--- config.mk ---
export PLATFORM = sky130hd
export DESIGN_NAME = muxed_seven_segment_driver_unit
export DESIGN_NICKNAME = d
export VERILOG_FILES = /design/src/rtl/msd_pkg.sv /design/src/rtl/muxed_seven_segment_driver_unit.sv /design/src/rtl/msd_front.sv /design/src/rtl/msd_fifo.sv /design/src/rtl/msd_back.sv
export SDC_FILE = /design/constraint.sdc
export NUM_CORES = 1
export LEC_CHECK = 0
export ABC_AREA = 0
export BUFFER_PORTS_ARGS = -buffer_cell sky130_fd_sc_hd__clkbuf_2
export CORE_MARGIN = 2
export CORE_UTILIZATION = 40
export DETAILED_ROUTE_END_ITERATION = 8
export SYNTH_ARGS = -nofsm -noshare
export SYNTH_HDL_FRONTEND = slang
export SYNTH_HIERARCHICAL = 1
export SYNTH_SLANG_ARGS = --single-unit
--- constraint.sdc ---
create_clock -name clk -period 21.9 [get_ports clk]
set_input_delay 0 -clock clk [delete_from_list [all_inputs] [get_ports clk]]
set_output_delay 0 -clock clk [all_outputs]
set_load 0.01 [all_outputs]
--- src/rtl/msd_pkg.sv ---
// ----------------------------------------------------------------------------
// msd_pkg
// Types, constants and lookup functions shared by the display driver files.
// ----------------------------------------------------------------------------
package msd_pkg;

  localparam int DIGITS        = 4;
  localparam int SLOT_W        = 3;
  localparam int VALUE_W       = 14;
  localparam int TIME_W        = 32;
  localparam int PERIOD_W      = 8;
  localparam int WORD_W        = 16;
  localparam int BITCNT_W      = 4;
  localparam int RECIP_W       = 25;
  localparam int RECIP_SHIFT   = 24;

  localparam logic [VALUE_W-1:0]  MAX_VALUE    = 14'd9999;
  localparam logic [PERIOD_W-1:0] PERIOD_RESET = 8'd4;
  localparam logic [SLOT_W-1:0]   SLOT_FIRST   = 3'd1;
  localparam logic [SLOT_W-1:0]   SLOT_LAST    = 3'(DIGITS);
  localparam logic [7:0]          SEL_FIRST    = 8'h08;
  localparam logic [BITCNT_W-1:0] BIT_LAST     = 4'(WORD_W - 1);

  typedef logic [WORD_W-1:0] word_t;

  // one word handed across the queue
  typedef struct packed {
    logic  vld;
    word_t word;
  } word_xfer_t;

  // ceil(2^24 / 10^exp): exact floor division for values up to 9999
  function automatic logic [RECIP_W-1:0] pow10_recip(input logic [2:0] exp);
    logic [RECIP_W-1:0] r;
    case (exp)
      3'd0:    r = 25'd16777216;
      3'd1:    r = 25'd1677722;
      3'd2:    r = 25'd167773;
      3'd3:    r = 25'd16778;
      // clamped values stay below 10^4, so that quotient is always zero
      3'd4:    r = 25'd0;
      default: r = 25'd0;
    endcase
    return r;
  endfunction

  // segment pattern, bit 0 = segment a
  function automatic logic [7:0] seg_code(input logic [3:0] digit);
    logic [7:0] s;
    case (digit)
      4'd0:    s = 8'd63;
      4'd1:    s = 8'd6;
      4'd2:    s = 8'd91;
      4'd3:    s = 8'd79;
      4'd4:    s = 8'd102;
      4'd5:    s = 8'd109;
      4'd6:    s = 8'd125;
      4'd7:    s = 8'd7;
      4'd8:    s = 8'd127;
      4'd9:    s = 8'd111;
      default: s = 8'd0;
    endcase
    return s;
  endfunction

endpackage

--- src/rtl/muxed_seven_segment_driver_unit.sv ---
// A digit-slot item passes the slot stage register, the word queue and the shift register
// before its first serial bit is presented. One item per cycle is accepted while the word
// queue is not full; a digit slot yields 16 bit items, one per cycle while out_tready is high.
// Items that take no slot or the idle slot are consumed without results.
// Reset (rst_n low, synchronous): slot period 4 ms, last slot time 0, slot 1, queue empty.
// ----------------------------------------------------------------------------
// muxed_seven_segment_driver_unit
// Multiplexed four-digit seven-segment driver with serial shift-register output.
// ----------------------------------------------------------------------------
module muxed_seven_segment_driver_unit #(
  parameter int FIFO_DEPTH = 4
) (
  input  logic        clk,
  input  logic        rst_n,
  input  logic        in_tvalid,
  output logic        in_tready,
  input  logic [47:0] in_tdata,   // [31:0] time_ms, [45:32] display_value, rest zero
  output logic        out_tvalid,
  input  logic        out_tready,
  output logic [7:0]  out_tdata,  // [0] serial_bit, rest zero
  output logic        out_tlast,  // frame_last
  input  logic        cfg_valid,
  output logic        cfg_ready,
  input  logic [7:0]  cfg_data    // slot_period_ms
);

  msd_pkg::word_xfer_t push;
  msd_pkg::word_xfer_t head;
  logic                q_full;
  logic                pop;
  logic                serial_bit;

  assign cfg_ready = 1'b1;

  msd_front u_front (
    .clk           (clk),
    .rst_n         (rst_n),
    .in_tvalid     (in_tvalid),
    .in_tready     (in_tready),
    .time_ms       (in_tdata[31:0]),
    .display_value (in_tdata[45:32]),
    .cfg_we        (cfg_valid),
    .cfg_period    (cfg_data),
    .q_full        (q_full),
    .push          (push)
  );

  msd_fifo #(
    .DEPTH (FIFO_DEPTH)
  ) u_fifo (
    .clk   (clk),
    .rst_n (rst_n),
    .push  (push),
    .full  (q_full),
    .pop   (pop),
    .head  (head)
  );

  msd_back u_back (
    .clk        (clk),
    .rst_n      (rst_n),
    .head       (head),
    .pop        (pop),
    .out_tvalid (out_tvalid),
    .out_tready (out_tready),
    .serial_bit (serial_bit),
    .frame_last (out_tlast)
  );

  assign out_tdata = {7'd0, serial_bit};

endmodule

--- src/rtl/msd_front.sv ---
// ----------------------------------------------------------------------------
// msd_front
// Slot timing and digit split: decides per item whether a slot is taken and
// builds the 16-bit select/segment word for digit slots.
// ----------------------------------------------------------------------------
module msd_front (
  input  logic                          clk,
  input  logic                          rst_n,
  input  logic                          in_tvalid,
  output logic                          in_tready,
  input  logic [msd_pkg::TIME_W-1:0]    time_ms,
  input  logic [msd_pkg::VALUE_W-1:0]   display_value,
  input  logic                          cfg_we,
  input  logic [msd_pkg::PERIOD_W-1:0]  cfg_period,
  input  logic                          q_full,
  output msd_pkg::word_xfer_t           push
);

  logic [msd_pkg::PERIOD_W-1:0] period_r, period_nxt;
  logic [msd_pkg::TIME_W-1:0]   last_time_r, last_time_nxt;
  logic [msd_pkg::SLOT_W-1:0]   slot_r, slot_nxt;

  logic                         s1_vld_r, s1_vld_nxt;
  logic [1:0]                   s1_pos_r;
  logic [13:0]                  s1_qhi_r;
  logic [9:0]                   s1_qup_r;

  logic                         accept;
  logic                         advance;
  logic [msd_pkg::TIME_W-1:0]   elapsed;
  logic                         take;
  logic                         emit;
  logic [1:0]                   pos;
  logic [msd_pkg::VALUE_W-1:0]  v_sat;
  logic [38:0]                  prod_hi;
  logic [38:0]                  prod_up;
  logic [13:0]                  digit_full;
  logic [3:0]                   digit;

  assign advance   = s1_vld_r && !q_full;
  assign in_tready = !s1_vld_r || !q_full;
  assign accept    = in_tvalid && in_tready;

  assign elapsed = time_ms - last_time_r;
  assign take    = elapsed >= {{(msd_pkg::TIME_W - msd_pkg::PERIOD_W){1'b0}}, period_r};
  assign emit    = take && (slot_r >= msd_pkg::SLOT_FIRST) && (slot_r <= msd_pkg::SLOT_LAST);
  assign pos     = 2'(slot_r - msd_pkg::SLOT_FIRST);

  // clamp, then divide by 10^(3-pos) and 10^(4-pos) via reciprocals
  assign v_sat   = (display_value > msd_pkg::MAX_VALUE) ? msd_pkg::MAX_VALUE : display_value;
  assign prod_hi = 39'(v_sat) * 39'(msd_pkg::pow10_recip(3'(3'd3 - {1'b0, pos})));
  assign prod_up = 39'(v_sat) * 39'(msd_pkg::pow10_recip(3'(3'd4 - {1'b0, pos})));

  always_comb begin
    period_nxt    = period_r;
    last_time_nxt = last_time_r;
    slot_nxt      = slot_r;
    s1_vld_nxt    = advance ? 1'b0 : s1_vld_r;
    if (cfg_we) begin
      period_nxt = cfg_period;
    end
    if (accept && take) begin
      last_time_nxt = time_ms;
      if (emit) begin
        slot_nxt   = slot_r + 3'd1;
        s1_vld_nxt = 1'b1;
      end else begin
        // idle slot: no word, back to the first digit
        slot_nxt = msd_pkg::SLOT_FIRST;
      end
    end
  end

  always_ff @(posedge clk) begin
    if (!rst_n) begin
      period_r    <= msd_pkg::PERIOD_RESET;
      last_time_r <= '0;
      slot_r      <= msd_pkg::SLOT_FIRST;
      s1_vld_r    <= 1'b0;
    end else begin
      period_r    <= period_nxt;
      last_time_r <= last_time_nxt;
      slot_r      <= slot_nxt;
      s1_vld_r    <= s1_vld_nxt;
    end
  end

  always_ff @(posedge clk) begin
    if (accept && emit) begin
      s1_pos_r <= pos;
      s1_qhi_r <= prod_hi[msd_pkg::RECIP_SHIFT +: 14];
      s1_qup_r <= prod_up[msd_pkg::RECIP_SHIFT +: 10];
    end
  end

  // digit = floor(v/10^k) - 10*floor(v/10^(k+1))
  assign digit_full = s1_qhi_r - (14'(s1_qup_r) * 14'd10);
  assign digit      = digit_full[3:0];

  assign push.vld  = advance;
  assign push.word = {msd_pkg::SEL_FIRST >> s1_pos_r, msd_pkg::seg_code(digit)};

endmodule

--- src/rtl/msd_fifo.sv ---
// ----------------------------------------------------------------------------
// msd_fifo
// Short word queue between slot timing and the serialiser.
// ----------------------------------------------------------------------------
module msd_fifo #(
  parameter int DEPTH = 4
) (
  input  logic                clk,
  input  logic                rst_n,
  input  msd_pkg::word_xfer_t push,
  output logic                full,
  input  logic                pop,
  output msd_pkg::word_xfer_t head
);

  localparam int AW = (DEPTH > 1) ? $clog2(DEPTH) : 1;
  localparam int CW = $clog2(DEPTH + 1);
  localparam logic [CW-1:0] DEPTH_C = CW'(DEPTH);
  localparam logic [AW-1:0] LAST_C  = AW'(DEPTH - 1);

  msd_pkg::word_t mem_r [DEPTH];
  logic [AW-1:0]  wr_ptr_r, wr_ptr_nxt;
  logic [AW-1:0]  rd_ptr_r, rd_ptr_nxt;
  logic [CW-1:0]  count_r, count_nxt;
  logic           do_pop;

  assign full      = (count_r == DEPTH_C);
  assign head.vld  = (count_r != '0);
  assign head.word = mem_r[rd_ptr_r];
  assign do_pop    = pop && head.vld;

  always_comb begin
    wr_ptr_nxt = wr_ptr_r;
    rd_ptr_nxt = rd_ptr_r;
    count_nxt  = count_r;
    if (push.vld) begin
      wr_ptr_nxt = (wr_ptr_r == LAST_C) ? '0 : wr_ptr_r + 1'b1;
    end
    if (do_pop) begin
      rd_ptr_nxt = (rd_ptr_r == LAST_C) ? '0 : rd_ptr_r + 1'b1;
    end
    case ({push.vld, do_pop})
      2'b10:   count_nxt = count_r + 1'b1;
      2'b01:   count_nxt = count_r - 1'b1;
      default: count_nxt = count_r;
    endcase
  end

  always_ff @(posedge clk) begin
    if (!rst_n) begin
      wr_ptr_r <= '0;
      rd_ptr_r <= '0;
      count_r  <= '0;
    end else begin
      wr_ptr_r <= wr_ptr_nxt;
      rd_ptr_r <= rd_ptr_nxt;
      count_r  <= count_nxt;
    end
  end

  always_ff @(posedge clk) begin
    if (push.vld) begin
      mem_r[wr_ptr_r] <= push.word;
    end
  end

`ifndef SYNTHESIS
  a_no_push_full: assert property (@(posedge clk) disable iff (!rst_n)
    !(push.vld && full))
    else $error("word pushed into full queue");

  a_count_bound: assert property (@(posedge clk) disable iff (!rst_n)
    count_r <= DEPTH_C)
    else $error("queue count beyond depth");
`endif

endmodule

--- src/rtl/msd_back.sv ---
// ----------------------------------------------------------------------------
// msd_back
// Serialiser: shifts each queued word out MSB first, one bit per item.
// ----------------------------------------------------------------------------
module msd_back (
  input  logic                clk,
  input  logic                rst_n,
  input  msd_pkg::word_xfer_t head,
  output logic                pop,
  output logic                out_tvalid,
  input  logic                out_tready,
  output logic                serial_bit,
  output logic                frame_last
);

  msd_pkg::word_t                shift_r, shift_nxt;
  logic [msd_pkg::BITCNT_W-1:0] cnt_r, cnt_nxt;
  logic                          busy_r, busy_nxt;
  logic                          fire;
  logic                          at_last;

  assign fire    = busy_r && out_tready;
  assign at_last = (cnt_r == msd_pkg::BIT_LAST);
  assign pop     = head.vld && (!busy_r || (fire && at_last));

  always_comb begin
    shift_nxt = shift_r;
    cnt_nxt   = cnt_r;
    busy_nxt  = busy_r;
    if (pop) begin
      shift_nxt = head.word;
      cnt_nxt   = '0;
      busy_nxt  = 1'b1;
    end else if (fire) begin
      // advance to the next bit, drop out after the sixteenth
      shift_nxt = {shift_r[msd_pkg::WORD_W-2:0], 1'b0};
      cnt_nxt   = cnt_r + 1'b1;
      if (at_last) begin
        busy_nxt = 1'b0;
      end
    end
  end

  always_ff @(posedge clk) begin
    if (!rst_n) begin
      busy_r <= 1'b0;
      cnt_r  <= '0;
    end else begin
      busy_r <= busy_nxt;
      cnt_r  <= cnt_nxt;
    end
  end

  always_ff @(posedge clk) begin
    shift_r <= shift_nxt;
  end

  assign out_tvalid = busy_r;
  assign serial_bit = shift_r[msd_pkg::WORD_W-1];
  assign frame_last = at_last;

`ifndef SYNTHESIS
  a_no_early_end: assert property (@(posedge clk) disable iff (!rst_n)
    (fire && !at_last) |=> busy_r)
    else $error("frame ended before sixteenth bit");

  a_end_idle: assert property (@(posedge clk) disable iff (!rst_n)
    (fire && at_last && !head.vld) |=> !busy_r)
    else $error("serialiser busy with no word queued");
`endif

endmodule
==> impl_metrics.py <==
metrics = {
    "clocking": {
        "clockBufferDepth": 2,
        "htreeDepth": 4,
        "cts_setup_buffers": 0,
        "clk_pin_slew_ps": 60,
        "cts_buffers": 17,
        "cts-root-buf": "clkbuf_16",
        "clock_latency_ps": 430,
        "post_cts_resized": 0,
        "cts.sinks": 147,
        "cts_tree": "yes",
    },
    "worst_setup_path": {
        "cp.required_ps": 22070,
        "cp_max_fo": 11,
        "rr_worst_depth": 22,
        "path_class": "flip-flop to flip-flop",
        "rr_endpoint": "u_front/s1_qhi_r[1]",
        "rrSetupSlack_ps": 13650,
        "arrival_ps": 8420,
        "startpoint": "u_front/slot_r[0]",
        "critPathLaunchType": "flip-flop",
        "r2r_start": "u_front/slot_r[0]",
        "cp-end-kind": "flip-flop",
    },
    "place": {
        "dpl.hpwl_um": 43500,
        "place_area_sq_mm": 0.0222,
        "place.gp.congestion": 0.935,
        "preCtsSetupSlack_ps": 13580,
        "dp.cells": 2848,
        "portBuffers": 62,
    },
    "logic_synthesis": {
        "yosys.area.top_type": "fa_1",
        "synth_cells": 2157,
        "seq_area_frac_synth_pct": 18.0,
        "yosysTopAreaCellShare_pct": 31.4,
        "synth_seq_cells": 147,
        "synth_area_sq_mm": 0.0214,
        "ys_warn_count": 6,
        "ys_types": 86,
        "async_flop_share_pct": 0,
        "ys.flop_type": "edfxtp_1",
        "synth.area.top_cells": "fa_1, ha_1, edfxtp_1",
        "synth-edff-count": 89,
        "syn-mean-instance-area_sq_um": 9.90,
    },
    "timing": {
        "setup_slack_ps": 13650,
        "slew_violations": 0,
        "post-route-period-util_pct": 37.7,
        "finalSetupViolCount": 0,
        "max_clock_freq_ghz": 0.121,
        "finalHoldViolations": 0,
        "tightest_slew_ps": 1160,
        "clock_skew_ps": 9.83,
        "fin_tns_setup_ps": 0,
        "slew_headroom_pct": 22.2,
        "whs_ps": 50.4,
        "fin_crit_ps": 8250,
        "rsz0062_at_grt": "false",
    },
    "run": {
        "drv_cap": 0,
    },
    "routing": {
        "via_per_inst": 5.03,
        "drtIter0Drc": 757,
        "drt_first_pass_iters": 5,
        "finalWirelength_um": 52400,
        "wl_per_cell_um": 17.9,
        "dr_total_vias": 14699,
        "ant_nets": 0,
        "drc_errors": 0,
    },
    "floorplanning": {
        "die_w_um": 235,
        "die_h_um": 235,
        "dieArea_sq_mm": 0.0553,
        "core.rowCount": 84,
        "start_util_pct": 40.6,
        "pin_count": 73,
        "core_sq_mm": 0.0527,
    },
    "global_route": {
        "grt_max_degree": 43,
        "antenna_found_initial": 0,
        "grt_pass1_vias": 16106,
        "grt_remaining_overflow": 0,
        "grt_pass1_wl_um": 86700,
        "grt.total_usage_pct": 19.9,
    },
    "finish": {
        "layout-drive-gt1-share_pct": 8.45,
        "syn2layout_area_growth_pct": 8.64,
        "fin_area_sq_mm": 0.0232,
        "nets": 2868,
        "insertedDiodeCount": 0,
        "final_cell_count_no_fill": 2924,
        "final_util_pct": 44.1,
        "fillers": 5051,
    },
    "pwr": {
        "pwr_density_cell_mw_per_mm2": 105,
        "p_leak_nw": 11.6,
        "vdd_drop_max_v": 0.0000827,
        "fin_total_pwr_mw": 2.44,
    },
    "status": {
        "outcome": "finished clean",
    },
    "hold_path": {
        "hp-start": "cfg_valid",
        "hp-class": "input pin to flip-flop",
        "min_delay_worst_endpoint": "u_front/period_r[1]",
        "hold_depth": 3,
    },
}
synthesized netlist by cell type, drive strengths merged, types with 3 or more instances:
library cell,count
o21a,9
nor4,3
mux2,17
dfxtp,58
nor2b,18
a221oi,3
o211ai,10
and2,25
o31ai,6
nand2,112
conb,3
or3,5
a31oi,4
or2,14
nor3,12
edfxtp,89
nand2b,21
a2111oi,7
and3,13
clkinv,3
o32ai,3
nand3,66
buf,37
mux4,16
a21o,22
fa,335
clkbuf,42
a211o,3
nand4,12
xnor2,44
a21boi,6
nor2,85
xor2,19
nor3b,5
ha,249
o2111ai,5
a21oi,87
mux2i,11
o21ai,81
a211oi,11
inv,557
o22ai,3
routing by layer:
metal	wire length [um]	part of all wire, %	GRT usage, %	up-vias
li1	-	-	-	6941
met1	23500	45	27.0	7295
met2	25100	48	33.3	384
met3	2570	4.9	2.64	79
met4	1240	2.4	5.37	0
met5	0	0	0	-
critical path, stage by stage, from the launching register on:
cell      delay [ps]
dfxtp_1          610
inv_1            210
ha_1             550
xnor2_1          750
nor2_1           260
fa_1             610
fa_1             540
fa_1             550
fa_1             540
fa_1             550
inv_1             50
fa_1             530
inv_1             40
ha_1             280
nand3_1           90
o21ai_0          180
a21o_1           140
a21o_1           110
a21oi_1           80
a211oi_1         670
o21ai_0          290
nor2b_1          220
xnor2_1          120
cells in the final DEF (no fill, tap or decap), drive strengths merged, types with 11 or more instances in the layout:
cell and instances:
dlygate4sd3 44, inv 561, and3 13, a211oi 11, o21ai 81, or2 14
clkbuf 82, a21oi 87, mux2i 11, xor2 19, mux2 17, xnor2 44
and2 25, nand3 66, dfxtp 58, ha 249, nor3 12, mux4 16
nand2 112, nor2b 18, nor2 85, fa 335, a21o 22, edfxtp 89
conb 13, nand4 12, nand2b 21
how the worst max path moves through the flow:
stage	slack, ps	end	cells after the start
finish	13650	u_front/s1_qhi_r[1]	22
global route	13140	u_front/s1_qhi_r[1]	21
CTS	13670	u_front/s1_qhi_r[1]	21
detailed placement	13580	u_front/s1_qhi_r[1]	27
global placement	13600	u_front/s1_qhi_r[1]	27
floorplan	15000	u_front/s1_qup_r[2]	26
sequential cells by signal (all words and copies together) (netlist names), named ones only:
| signal | flops |
|---|---|
| u_front/s1_qhi_r | 4 |
| u_back/shift_r | 16 |
| u_front/slot_r | 3 |
| u_fifo/wr_ptr_r | 2 |
| u_front/s1_qup_r | 3 |
| u_back/cnt_r | 4 |
| u_fifo/mem_r | 64 |
| u_front/s1_pos_r | 2 |
| u_fifo/count_r | 3 |
| u_front/last_time_r | 32 |
| u_fifo/rd_ptr_r | 2 |
| u_back/out_tvalid | 1 |
| u_front/period_r | 8 |
| u_front/s1_vld_r | 1 |
cell type report:
| cell class | count | area (sq um) | share of cell area [%] |
|---|---|---|---|
| multi-input combinational | 1381 | 15000 | 64.6 |
| sequential | 147 | 3830 | 16.5 |
| inverter | 560 | 2100 | 9.06 |
| tap | 688 | 861 | 3.71 |
| timing repair buffer | 116 | 826 | 3.56 |
| clock buffer | 20 | 437 | 1.88 |
| clock inverter | 12 | 155 | 0.669 |
cell families after synthesis:
family                     Yosys count  synth area share, %
muxes                               44                 3.20
AOI/OAI and AO/OA                  278                 9.11
and+or+nand+nor                    399                 9.06
adders and majority gates          584                 46.0
buffers and inverters              639                 12.0
DFF                                147                 18.0
xor gates and xnor gates            63                 2.58
other                                3               0.0527
power breakdown:
group	leakage (nW)	total [mW]	switching (mW)	internal (mW)
clock	0.284	0.295	0.115	0.180
sequential	1.30	0.424	0.0212	0.403
combinational	10.0	1.72	0.994	0.729
repair_timing:
action                                 CTS  global route
setup endpoints to repair                0             0
endpoints found under the hold margin   43             0
hold buffers                            44             0
No activity file was read; power rests on OpenSTA's default activity.
